### src/ubx_pkg.sv
// ----------------------------------------------------------------------------
// UBX frame receiver package
// Shared types, message codes and defaults for the UBX byte-stream parser.
// ----------------------------------------------------------------------------
package ubx_pkg;

  localparam int unsigned DefaultMaxPayload = 128;

  localparam logic [7:0] SyncFirst  = 8'hB5;
  localparam logic [7:0] SyncSecond = 8'h62;

  localparam logic [7:0] ClassNav = 8'h01;
  localparam logic [7:0] ClassAck = 8'h05;
  localparam logic [7:0] ClassCfg = 8'h06;

  localparam logic [7:0] IdAckNak     = 8'h00;
  localparam logic [7:0] IdAckAck     = 8'h01;
  localparam logic [7:0] IdNavPosecef = 8'h01;
  localparam logic [7:0] IdNavPvt     = 8'h07;
  localparam logic [7:0] IdCfgNav5    = 8'h24;

  typedef enum logic [2:0] {
    PH_IDLE,
    PH_SYNC,
    PH_CLASS,
    PH_ID,
    PH_LEN_LO,
    PH_LEN_HI,
    PH_PAYLOAD,
    PH_CK_B
  } ubx_phase_e;

  typedef enum logic [3:0] {
    RC_WAIT         = 4'd0,
    RC_ACK          = 4'd1,
    RC_NAK          = 4'd2,
    RC_NAV_PVT      = 4'd3,
    RC_NAV_POSECEF  = 4'd4,
    RC_CFG_NAV5     = 4'd5,
    RC_UNHANDLED    = 4'd6,
    RC_BAD_CHECKSUM = 4'd7,
    RC_TOO_LONG     = 4'd8
  } ubx_code_e;

  typedef struct packed {
    ubx_code_e  code;
    logic [7:0] msg_cls;
    logic [7:0] msg_id;
    logic [6:0] payload_length;
    logic       payload_valid;
    logic [7:0] payload_byte;
    logic [6:0] payload_index;
  } ubx_result_t;

endpackage

### src/ubx_frame_receiver.sv
// ----------------------------------------------------------------------------
// UBX frame receiver
// Byte-serial UBX parser with Fletcher-8 check and message classification.
// ----------------------------------------------------------------------------
//
//   channel  | direction | handshake                 | payload
//   ---------+-----------+---------------------------+-----------------------------
//   rx byte  | in        | in_valid_i / in_ready_o   | rx_byte_i
//   result   | out       | out_valid_o / out_ready_i | result_code_o, msg_cls_o,
//            |           |                           | msg_id_o, payload_length_o,
//            |           |                           | payload_valid_o, payload_byte_o,
//            |           |                           | payload_index_o
//
// One byte per cycle sustained while the result sink keeps up; each byte gives exactly one result request.
// Each byte passes through the input register, then the parse logic into the
// result register. The phase machine and running sums update once per byte.
// rst_ni clears the frame state to hunting for the first sync byte.
// A stalled result holds in its register; the input register keeps taking
// bytes until both registers are full.
// ----------------------------------------------------------------------------
module ubx_frame_receiver #(
  parameter int unsigned MaxPayload = ubx_pkg::DefaultMaxPayload
) (
  input  logic       clk_i,
  input  logic       rst_ni,
  input  logic       in_valid_i,
  output logic       in_ready_o,
  input  logic [7:0] rx_byte_i,
  output logic       out_valid_o,
  input  logic       out_ready_i,
  output logic [3:0] result_code_o,
  output logic [7:0] msg_cls_o,
  output logic [7:0] msg_id_o,
  output logic [6:0] payload_length_o,
  output logic       payload_valid_o,
  output logic [7:0] payload_byte_o,
  output logic [6:0] payload_index_o
);
  import ubx_pkg::*;

  logic        in_valid_q, in_valid_d;
  logic [7:0]  in_byte_q;
  logic        out_valid_q, out_valid_d;
  ubx_result_t res_q;
  ubx_result_t res_d;
  logic        advance;
  logic        step;
  logic        in_take;

  // Advance the parse stage when the result register is free or draining.
  assign advance    = !out_valid_q || out_ready_i;
  assign step       = advance && in_valid_q;
  assign in_ready_o = !in_valid_q || advance;
  assign in_take    = in_valid_i && in_ready_o;

  assign in_valid_d  = in_take ? 1'b1 : (advance ? 1'b0 : in_valid_q);
  assign out_valid_d = advance ? in_valid_q : out_valid_q;

  // Input register: hold the byte until the parse stage consumes it.
  always_ff @(posedge clk_i or negedge rst_ni) begin
    if (!rst_ni) begin
      in_valid_q <= 1'b0;
    end else begin
      in_valid_q <= in_valid_d;
    end
  end

  always_ff @(posedge clk_i) begin
    if (in_take) begin
      in_byte_q <= rx_byte_i;
    end
  end

  ubx_parser #(
    .MaxPayload (MaxPayload)
  ) u_parser (
    .clk_i    (clk_i),
    .rst_ni   (rst_ni),
    .step_i   (step),
    .byte_i   (in_byte_q),
    .result_o (res_d)
  );

  // Result register: hold the request until the sink takes it.
  always_ff @(posedge clk_i or negedge rst_ni) begin
    if (!rst_ni) begin
      out_valid_q <= 1'b0;
    end else begin
      out_valid_q <= out_valid_d;
    end
  end

  always_ff @(posedge clk_i) begin
    if (step) begin
      res_q <= res_d;
    end
  end

  assign out_valid_o      = out_valid_q;
  assign result_code_o    = res_q.code;
  assign msg_cls_o        = res_q.msg_cls;
  assign msg_id_o         = res_q.msg_id;
  assign payload_length_o = res_q.payload_length;
  assign payload_valid_o  = res_q.payload_valid;
  assign payload_byte_o   = res_q.payload_byte;
  assign payload_index_o  = res_q.payload_index;

`ifndef SYNTHESIS
  a_in_hold: assert property (@(posedge clk_i) disable iff (!rst_ni)
    (in_valid_q && !advance) |=> (in_valid_q && $stable(in_byte_q)))
    else $error("buffered byte lost while the result stage stalled");

  a_step_fills_out: assert property (@(posedge clk_i) disable iff (!rst_ni)
    step |=> out_valid_q)
    else $error("parsed byte did not reach the result register");

  a_out_hold: assert property (@(posedge clk_i) disable iff (!rst_ni)
    (out_valid_q && !out_ready_i) |=> (out_valid_q && !$past(step)))
    else $error("result register overwritten while stalled");
`endif

endmodule

### src/ubx_classify.sv
// ----------------------------------------------------------------------------
// UBX message classifier
// Map a class/id pair onto the result code of a frame with a good checksum.
// ----------------------------------------------------------------------------
module ubx_classify (
  input  logic [7:0]         msg_cls_i,
  input  logic [7:0]         msg_id_i,
  output ubx_pkg::ubx_code_e code_o
);
  import ubx_pkg::*;

  always_comb begin
    code_o = RC_UNHANDLED;
    unique case (msg_cls_i)
      ClassAck: begin
        if (msg_id_i == IdAckNak) code_o = RC_NAK;
        else if (msg_id_i == IdAckAck) code_o = RC_ACK;
      end
      ClassNav: begin
        if (msg_id_i == IdNavPvt) code_o = RC_NAV_PVT;
        else if (msg_id_i == IdNavPosecef) code_o = RC_NAV_POSECEF;
      end
      ClassCfg: begin
        if (msg_id_i == IdCfgNav5) code_o = RC_CFG_NAV5;
      end
      default: code_o = RC_UNHANDLED;
    endcase
  end

endmodule

### src/ubx_parser.sv
// ----------------------------------------------------------------------------
// UBX frame parser core
// Frame phase machine with running Fletcher-8 sums; one byte per step.
// ----------------------------------------------------------------------------
module ubx_parser #(
  parameter int unsigned MaxPayload = ubx_pkg::DefaultMaxPayload
) (
  input  logic                 clk_i,
  input  logic                 rst_ni,
  input  logic                 step_i,
  input  logic [7:0]           byte_i,
  output ubx_pkg::ubx_result_t result_o
);
  import ubx_pkg::*;

  localparam int unsigned IdxW = (MaxPayload > 1) ? $clog2(MaxPayload) : 1;
  localparam int unsigned LenW = (IdxW > 8) ? IdxW : 8;

  ubx_phase_e      phase_q, phase_d;
  logic [7:0]      class_q, class_d;
  logic [7:0]      id_q, id_d;
  logic [LenW-1:0] len_q, len_d;
  logic [IdxW-1:0] idx_q, idx_d;
  logic [7:0]      sum_a_q, sum_a_d;
  logic [7:0]      sum_b_q, sum_b_d;
  logic [7:0]      ck_a_q, ck_a_d;

  logic [15:0]     full_len;
  logic            too_long;
  logic [LenW-1:0] idx_ext;
  logic            in_payload;
  logic [7:0]      add_a;
  logic [7:0]      add_b;
  logic            ck_ok;
  ubx_code_e       class_code;

  assign full_len   = {byte_i, len_q[7:0]};
  assign too_long   = full_len >= 16'(MaxPayload);
  assign idx_ext    = LenW'(idx_q);
  assign in_payload = idx_ext != len_q;
  assign add_a      = sum_a_q + byte_i;
  assign add_b      = sum_b_q + add_a;
  assign ck_ok      = (ck_a_q == sum_a_q) && (byte_i == sum_b_q);

  ubx_classify u_classify (
    .msg_cls_i (class_q),
    .msg_id_i  (id_q),
    .code_o    (class_code)
  );

  // Next phase
  always_comb begin
    phase_d = phase_q;
    unique case (phase_q)
      PH_IDLE:    if (byte_i == SyncFirst) phase_d = PH_SYNC;
      PH_SYNC:    phase_d = (byte_i == SyncSecond) ? PH_CLASS : PH_IDLE;
      PH_CLASS:   phase_d = PH_ID;
      PH_ID:      phase_d = PH_LEN_LO;
      PH_LEN_LO:  phase_d = PH_LEN_HI;
      PH_LEN_HI:  phase_d = too_long ? PH_IDLE : PH_PAYLOAD;
      PH_PAYLOAD: if (!in_payload) phase_d = PH_CK_B;
      PH_CK_B:    phase_d = PH_IDLE;
      default:    phase_d = PH_IDLE;
    endcase
  end

  // Frame fields, sums and result
  always_comb begin
    class_d  = class_q;
    id_d     = id_q;
    len_d    = len_q;
    idx_d    = idx_q;
    sum_a_d  = sum_a_q;
    sum_b_d  = sum_b_q;
    ck_a_d   = ck_a_q;
    result_o = '0;
    result_o.code = RC_WAIT;
    unique case (phase_q)
      PH_CLASS: begin
        class_d = byte_i;
        sum_a_d = byte_i;
        sum_b_d = byte_i;
      end
      PH_ID: begin
        id_d    = byte_i;
        sum_a_d = add_a;
        sum_b_d = add_b;
      end
      PH_LEN_LO: begin
        len_d   = LenW'(byte_i);
        sum_a_d = add_a;
        sum_b_d = add_b;
      end
      PH_LEN_HI: begin
        sum_a_d = add_a;
        sum_b_d = add_b;
        idx_d   = '0;
        if (too_long) result_o.code = RC_TOO_LONG;
        else len_d = LenW'(full_len);
      end
      PH_PAYLOAD: begin
        if (in_payload) begin
          idx_d                  = idx_q + IdxW'(1);
          sum_a_d                = add_a;
          sum_b_d                = add_b;
          result_o.payload_valid = 1'b1;
          result_o.payload_byte  = byte_i;
          result_o.payload_index = idx_ext[6:0];
        end else begin
          ck_a_d = byte_i;
        end
      end
      PH_CK_B: begin
        result_o.code = ck_ok ? class_code : RC_BAD_CHECKSUM;
      end
      default: ;
    endcase
    result_o.msg_cls        = class_d;
    result_o.msg_id         = id_d;
    result_o.payload_length = len_d[6:0];
  end

  always_ff @(posedge clk_i or negedge rst_ni) begin
    if (!rst_ni) begin
      phase_q <= PH_IDLE;
      class_q <= '0;
      id_q    <= '0;
      len_q   <= '0;
      idx_q   <= '0;
      sum_a_q <= '0;
      sum_b_q <= '0;
      ck_a_q  <= '0;
    end else if (step_i) begin
      phase_q <= phase_d;
      class_q <= class_d;
      id_q    <= id_d;
      len_q   <= len_d;
      idx_q   <= idx_d;
      sum_a_q <= sum_a_d;
      sum_b_q <= sum_b_d;
      ck_a_q  <= ck_a_d;
    end
  end

`ifndef SYNTHESIS
  a_idx_bounded: assert property (@(posedge clk_i) disable iff (!rst_ni)
    (phase_q == PH_PAYLOAD) |-> (idx_ext <= len_q))
    else $error("payload index ran past the declared length");

  a_too_long_idle: assert property (@(posedge clk_i) disable iff (!rst_ni)
    (step_i && result_o.code == RC_TOO_LONG) |=> (phase_q == PH_IDLE))
    else $error("too-long frame did not return to hunt");

  a_final_code_only_at_end: assert property (@(posedge clk_i) disable iff (!rst_ni)
    (result_o.code != RC_WAIT) |-> (phase_q == PH_CK_B || phase_q == PH_LEN_HI))
    else $error("frame result outside the end of a frame");
`endif

endmodule
### config.mk
export PLATFORM = sky130hd
export DESIGN_NAME = ubx_frame_receiver
export DESIGN_NICKNAME = d
export VERILOG_FILES = /design/src/ubx_pkg.sv /design/src/ubx_frame_receiver.sv /design/src/ubx_classify.sv /design/src/ubx_parser.sv
export SDC_FILE = /design/constraint.sdc
export NUM_CORES = 1
export LEC_CHECK = 0
export BUFFER_PORTS_ARGS = -buffer_cell sky130_fd_sc_hd__buf_2
export CAP_MARGIN = 20
export CORE_ASPECT_RATIO = 0.8
export CORE_MARGIN = 2
export CORE_UTILIZATION = 25
export CTS_CLUSTER_SIZE = 8
export DETAILED_ROUTE_END_ITERATION = 10
export PLACE_DENSITY_LB_ADDON = 0.05
export SLEW_MARGIN = 10
export SYNTH_ARGS = -nofsm -noshare
export SYNTH_HDL_FRONTEND = slang
export SYNTH_SLANG_ARGS = --single-unit
export TNS_END_PERCENT = 20
### constraint.sdc
create_clock -name clk_i -period 4 [get_ports clk_i]
set_clock_uncertainty 0.15 [all_clocks]
set_input_delay 0.8 -clock clk_i [delete_from_list [all_inputs] [get_ports clk_i]]
set_output_delay 0.8 -clock clk_i [all_outputs]
set_load 0.1 [all_outputs]
==> flow_summary.yaml, run 1 <==
status:
  status: "finished, final reports clean"
routing:
  postRouteWirelength_um: 14700
  wire_per_inst_um: 17.4
  first_pass_iters: 6
  vias: 3794
  drc: 0
  drt_iter0_drc: 165
  antenna_left: 0
  via_per_inst: 4.48
final_layout:
  diodes: 0
  area_growth_pct: 17.2
  drive_above_1_share: 0.258
  instances_no_fill: 846
  fin_nets: 571
synth:
  ys_seq_elements: 111
  synth-edff-count: 51
  synth_nets: 513
  synthFlopType: "dfrtp_1"
  synthArstFlopShare: 0.541
  postSynthCellCount: 483
  ys_seq_area_frac: 0.541
  ys_top_cells_by_area: "edfxtp_1 27%, dfrtp_1 27%, mux2_2 9.4%, xor2_1 4.4%, nand2_1 3.8%"
  yosysMostFrequentCell: "dfrtp_1"
  yosysUniqueCellTypes: 51
  synthesis.area_sq_um: 5600
  syn_area_per_cell_sq_um: 11.6
  yosysWarnings: 0
  synth_area_leader_cell: "edfxtp_1"
  synth_common_cells: "60 x dfrtp_1, 56 x nand2_1, 51 x edfxtp_1"
  yosysTopAreaCellShare: 0.273
pwr:
  p_per_area_nw_per_um2: 395
  switching_share: 0.308
  ir_drop_v: 0.000179
  seqPwrFrac: 0.486
  p_leak_nw: 3.02
  power_frac_clock: 0.361
  p_int_mw: 1.79
  switching_power_uw: 800
  comb_power_share: 0.153
sta:
  hold_violations: 0
  tightest_slew_ps: 857
  period_needed_ps: 3690
  setup_viol: 0
  maxSlewHeadroom: 0.427
  rsz0062_at_grt: "false"
  fin_crit_sh: 0.922
  fmax_mhz: 271
  setup_tns_ps: 0
  drv_slew: 0
  finalWorstSetupSlack_ps: 313
worst_setup_path:
  crit_type: "flop to flop"
  critPathRequiredTime_ps: 4090
  cp-end-kind: "flop"
  startpoint_type: "flop"
  crit_arrival_ps: 3780
  r2r_slack_ps: 310
  crit_fanout: 4
die:
  row_count: 48
  die_area_sq_um: 23600
  start_util: 0.257
  die-width_um: 171
  fp.dieH_um: 138
  core-area_sq_um: 21800
  ioPinCount: 57
cts:
  cts_tree: "done"
  cts_buffers: 9
  cts_hold_buf: 0
  cts_max_path_buffers: 2
  clkLatencyLatePin_ps: 360
  cts_sinks: 111
  clkTransAtPathRegs_ps: 80
  cts.htree.levels: 3
  cts_root_buf: "clkbuf_16"
global_route:
  antenna_found_initial: 0
  grt_pass1_wl_um: 22800
  grt_max_degree: 38
  grt_pass1_vias: 3764
  grt.overflow.total: 0
  grt_use_total: 0.132
run:
  cap_viol_max_count: 0
placed_design:
  pre_cts_slack_ps: 306
  dp_hpwl_um: 10100
  dp.cells: 830
  gp_congestion: 0.821
  numPortBuffers: 56
min_path:
  min_path_type: "input pin to asynchronous set/reset pin"
## cells by family after synthesis
logic type               count (synthesis)  share of synthesized area
AND/OR/NAND/NOR                        153                      0.139
flip-flops                             111                      0.541
AO/OA/AOI/OAI                           77                     0.0844
multiplexers                            57                      0.112
XOR/XNOR                                34                     0.0532
buffers and inverters                   33                     0.0264
adder cells (fa/ha/maj)                 18                     0.0429
## per-layer routing
| layer | GRT usage | share of wire | vias up |
|---|---|---|---|
| li1 | - | - | 1856 |
| met1 | 0.197 | 0.53 | 1836 |
| met2 | 0.187 | 0.41 | 88 |
| met3 | 0.0305 | 0.044 | 14 |
| met4 | 0.0386 | 0.013 | 0 |
| met5 | 0 | 0 | - |
## state kept, by name, indices dropped and copies added (netlist names)
signal and count:
u_parser.class_q 8, payload_valid_o 1, out_valid_o 1, u_parser.sum_b_q 8, payload_index_o 7, u_parser.sum_a_q 8
payload_length_o 7, u_parser.ck_a_q 8, u_parser.phase_q 3, u_parser.idx_q 7, msg_id_o 8, u_parser.id_q 8
u_parser.len_q 8, payload_byte_o 8, result_code_o 4, in_byte_q 8, in_valid_q 1, msg_cls_o 8
## worst max-delay path, stage by stage, from the launching register on
cell and delay (ps):
edfxtp_1 410, ha_1 250, fa_1 420, a21o_1 190
a21oi_1 270, o21bai_1 130, and2_1 180, nor2_1 120
xnor2_1 80, ha_1 320, nor2_1 60, nor2_1 80
o41ai_1 90, or3_1 350, a2111oi_2 370, nor3b_1 100
## placed cells by master, fill, tap and decap left out, types with 3 or more instances in the layout
cell	n
inv_1	9
o21ai_0	35
nor4_1	7
nor2_1	22
ha_1	16
nand2_1	56
buf_2	56
nand3_1	8
nand2b_1	10
clkbuf_16	9
or3_1	3
xnor2_1	6
mux2_2	47
xor2_1	27
o41ai_1	3
nor3b_1	3
buf_4	14
edfxtp_1	51
nand4_1	3
nor3_1	7
mux2i_1	10
dfrtp_1	60
a21oi_1	14
a31oi_1	4
and2_1	20
## path summary, 6_finish.rpt
| kind | cells after the start | startpoint | to |
|---|---|---|---|
| min in group clk_i | 2 | u_parser.id_q[4]$_DFFE_PN0P_ | u_parser.id_q[4]$_DFFE_PN0P_ |
| min | 1 | rst_ni | in_valid_q$_DFFE_PN0P_ |
| max in group asynchronous | 2 | rst_ni | u_parser.sum_a_q[0]$_DFFE_PN0P_ |
| max reg2reg | 15 | in_byte_q[0]$_DFFE_PP_ | u_parser.sum_b_q[7]$_DFFE_PN0P_ |
| min reg2reg | 2 | u_parser.id_q[4]$_DFFE_PN0P_ | u_parser.id_q[4]$_DFFE_PN0P_ |
| max | 15 | in_byte_q[0]$_DFFE_PP_ | u_parser.sum_b_q[7]$_DFFE_PN0P_ |
## metrics by stage
stage / instance area [sq um] / power (mW) / utilization / hold slack, ps
floorplan: 5600 / 1.59 / - / 304
global placement: 6260 / 1.69 / 0.287 / 327
detailed placement: 6260 / 1.69 / 0.287 / 334
CTS: 6560 / 2.64 / 0.301 / 258
global route: 6560 / 2.70 / 0.301 / 277
finish: 6560 / 2.60 / 0.301 / 249
## timing repair
item                       4_1_cts  5_1_grt
setup buffers                    0        0
gates resized for setup          0        2
hold endpoints to repair         0        0
setup endpoints to repair        0        1
## final cells by class
cell class | count | area (sq um)
multi-input combinational | 339 | 2430
clock buffer | 10 | 229
inverter | 10 | 37.5
sequential | 111 | 3030
fill | 2280 | 15200
timing repair buffer | 70 | 385
tap | 300 | 375
clock inverter | 6 | 67.6
## power groups by stage
stage | sequential [mW] | combinational [mW] | clock (mW)
6_report | 1.26 | 0.398 | 0.936
5_1_grt | 1.27 | 0.422 | 1.01
4_1_cts | 1.26 | 0.405 | 0.975
3_5_place_dp | 1.29 | 0.403 | 0
3_3_place_gp | 1.28 | 0.405 | 0
2_1_floorplan | 1.49 | 0.0949 | 0
(Power assumes the default switching activity.)
==> inputs of run 2 (changes only) <==
- clock period: 4 -> 4.3 ns (I/O delays scaled with it)
==> run 2 against run 1 <==
Against the previous run:
- final area fell by 0.29%
- hold slack better by 91 ps
- critical path type unchanged
- first-iteration DRC count is 51% higher
- register-to-register slack improved by 360 ps
- utilization is 0.086 points lower
- sequential power decreased by 7%
- sequential share of layout area is 0.13 points higher
- setup slack better by 360 ps
- power is 8.4% lower
- highest routed layer unchanged
==> flow_summary.yaml, run 2 (synthesis results as in run 1) <==
status:
  status: "finished, final reports clean"
run:
  cap_viol_max_count: 0
global_route:
  met3_usage: 0.0285
  grt_use_total: 0.136
  grt.met1_usage: 0.205
  grt.overflow.total: 0
  grt_busiest_layer: "met1"
  grt_max_degree: 38
  grt_pass1_wl_um: 23800
  grt_pass1_vias: 3925
  antenna_found_initial: 0
  grtUsageMet2: 0.197
placed_design:
  post_dp_cell_area_sq_um: 6260
  dp_hpwl_um: 10300
  pre_cts_slack_ps: 692
  numPortBuffers: 56
  dp.cells: 830
  gp_congestion: 0.800
min_path:
  hp-start: "u_parser.id_q[4]$_DFFE_PN0P_"
  min_path_type: "flop to flop"
sta:
  holdWs_ps: 340
  maxSlewHeadroom: 0.391
  setup_viol: 0
  fin_crit_sh: 0.843
  rsz0062_at_grt: "false"
  fmax_mhz: 276
  period_needed_ps: 3630
  finalWorstSetupSlack_ps: 674
  drv_slew: 0
  setup_tns_ps: 0
  tightest_slew_ps: 913
  hold_violations: 0
routing:
  drt_iter0_drc: 249
  wire_per_inst_um: 17.8
  vias: 3822
  drc: 0
  via_per_inst: 4.52
  postRouteWirelength_um: 15000
  antenna_left: 0
  first_pass_iters: 4
worst_setup_path:
  crit_arrival_ps: 3710
  r2r-start: "in_byte_q[0]$_DFFE_PP_"
  cpMostUsedCell: "nor2_1"
  critPathRequiredTime_ps: 4380
  crit_chain: "ha_1 -> fa_1 -> a21o_1 -> a21oi_1 -> o21bai_1 -> and2_1 -> nor2_1 -> xnor2_1 -> ha_1 -> nor2_1 -> nor2_1 -> o41ai_1 -> or3_1 -> a2111oi_0 -> nor3b_1"
  slowest_delay_ps: 410
  crit_fanout: 4
  r2r_slack_ps: 670
  crit_type: "flop to flop"
  crit_start: "in_byte_q[0]$_DFFE_PP_"
  crit_slowest_cell: "edfxtp_1"
  cp-end-kind: "flop"
  startpoint_type: "flop"
pwr:
  p_leak_nw: 3.02
  ir_drop_v: 0.000174
  p_per_area_nw_per_um2: 363
  design_power_total_mw: 2.38
cts:
  clkLatencyLatePin_ps: 360
  clkTransAtPathRegs_ps: 70
  cts_root_buf: "clkbuf_16"
  cts_sinks: 111
  cts_buffers: 9
  cts_max_path_buffers: 2
  post_cts_buffers: 0
  post_cts_resized: 0
  cts_tree: "done"
  cts.htree.levels: 3
  cts_hold_buf: 0
die:
  die-width_um: 171
  row_count: 48
  start_util: 0.257
  core-area_sq_um: 21800
  fp.dieH_um: 138
  ioPinCount: 57
  die_area_sq_um: 23600
final_layout:
  area_growth_pct: 16.8
  fin_util: 0.300
  fin_nets: 571
  final_cell_mix: "60 x dfrtp_1, 56 x nand2_1, 56 x buf_2, 51 x edfxtp_1, 47 x mux2_2"
  layout_commonest_cell: "dfrtp_1"
  diodes: 0
  design_area_sq_um: 6540
  drive_above_1_share: 0.256
  instances_no_fill: 846
-- run 2: cell types whose count changed in the layout (fill, tap and decap cells not counted) --
| cell | previous run | this run |
|---|---|---|
| a2111oi_0 | 1 | 2 |
| clkinvlp_4 | 1 | 0 |
| clkbuf_8 | 0 | 1 |
| clkinv_4 | 1 | 2 |
| bufinv_16 | 1 | 0 |
| a2111oi_2 | 1 | 0 |
| inv_8 | 0 | 1 |
| inv_6 | 2 | 1 |
-- run 2: path summary, 6_finish.rpt --
path / end / depth (start not counted)
max in group asynchronous: u_parser.ck_a_q[4]$_DFFE_PN0P_ / 2
min in group asynchronous: u_parser.sum_a_q[7]$_DFFE_PN0P_ / 1
hold / removal: u_parser.id_q[4]$_DFFE_PN0P_ / 2
setup reg to reg: u_parser.sum_b_q[7]$_DFFE_PN0P_ / 15
setup / recovery: u_parser.sum_b_q[7]$_DFFE_PN0P_ / 15
hold reg to reg: u_parser.id_q[4]$_DFFE_PN0P_ / 2
-- run 2: final cells by class --
type                            instances  area, sq um
Clock buffer                           11          243
Inverter                               10         37.5
Clock inverter                          5         41.3
Timing Repair Buffer                   70          385
Sequential cell                       111         3030
Fill cell                            2237        15300
Tap cell                              300          375
Multi-Input combinational cell        339         2430
-- run 2: power breakdown --
group | switching [mW] | internal, mW | leakage (nW)
combinational | 0.312 | 0.0608 | 1.54
sequential | 0.0192 | 1.15 | 1.34
clock | 0.416 | 0.417 | 0.140
total | 0.747 | 1.63 | 3.02
-- run 2: metal layers --
layer | up-vias | part of all wire
met5 | - | 0
met4 | 0 | 0.010
met3 | 12 | 0.044
met2 | 89 | 0.42
met1 | 1879 | 0.53
li1 | 1842 | -
-- run 2: critical path, delay by kind of cell (launching register included) --
kind | cells | cell delay [ps]
fa+ha+maj | 3 | 980
simple gates | 6 | 860
xor+xnor | 1 | 80
flops | 1 | 410
compound gates | 5 | 1030
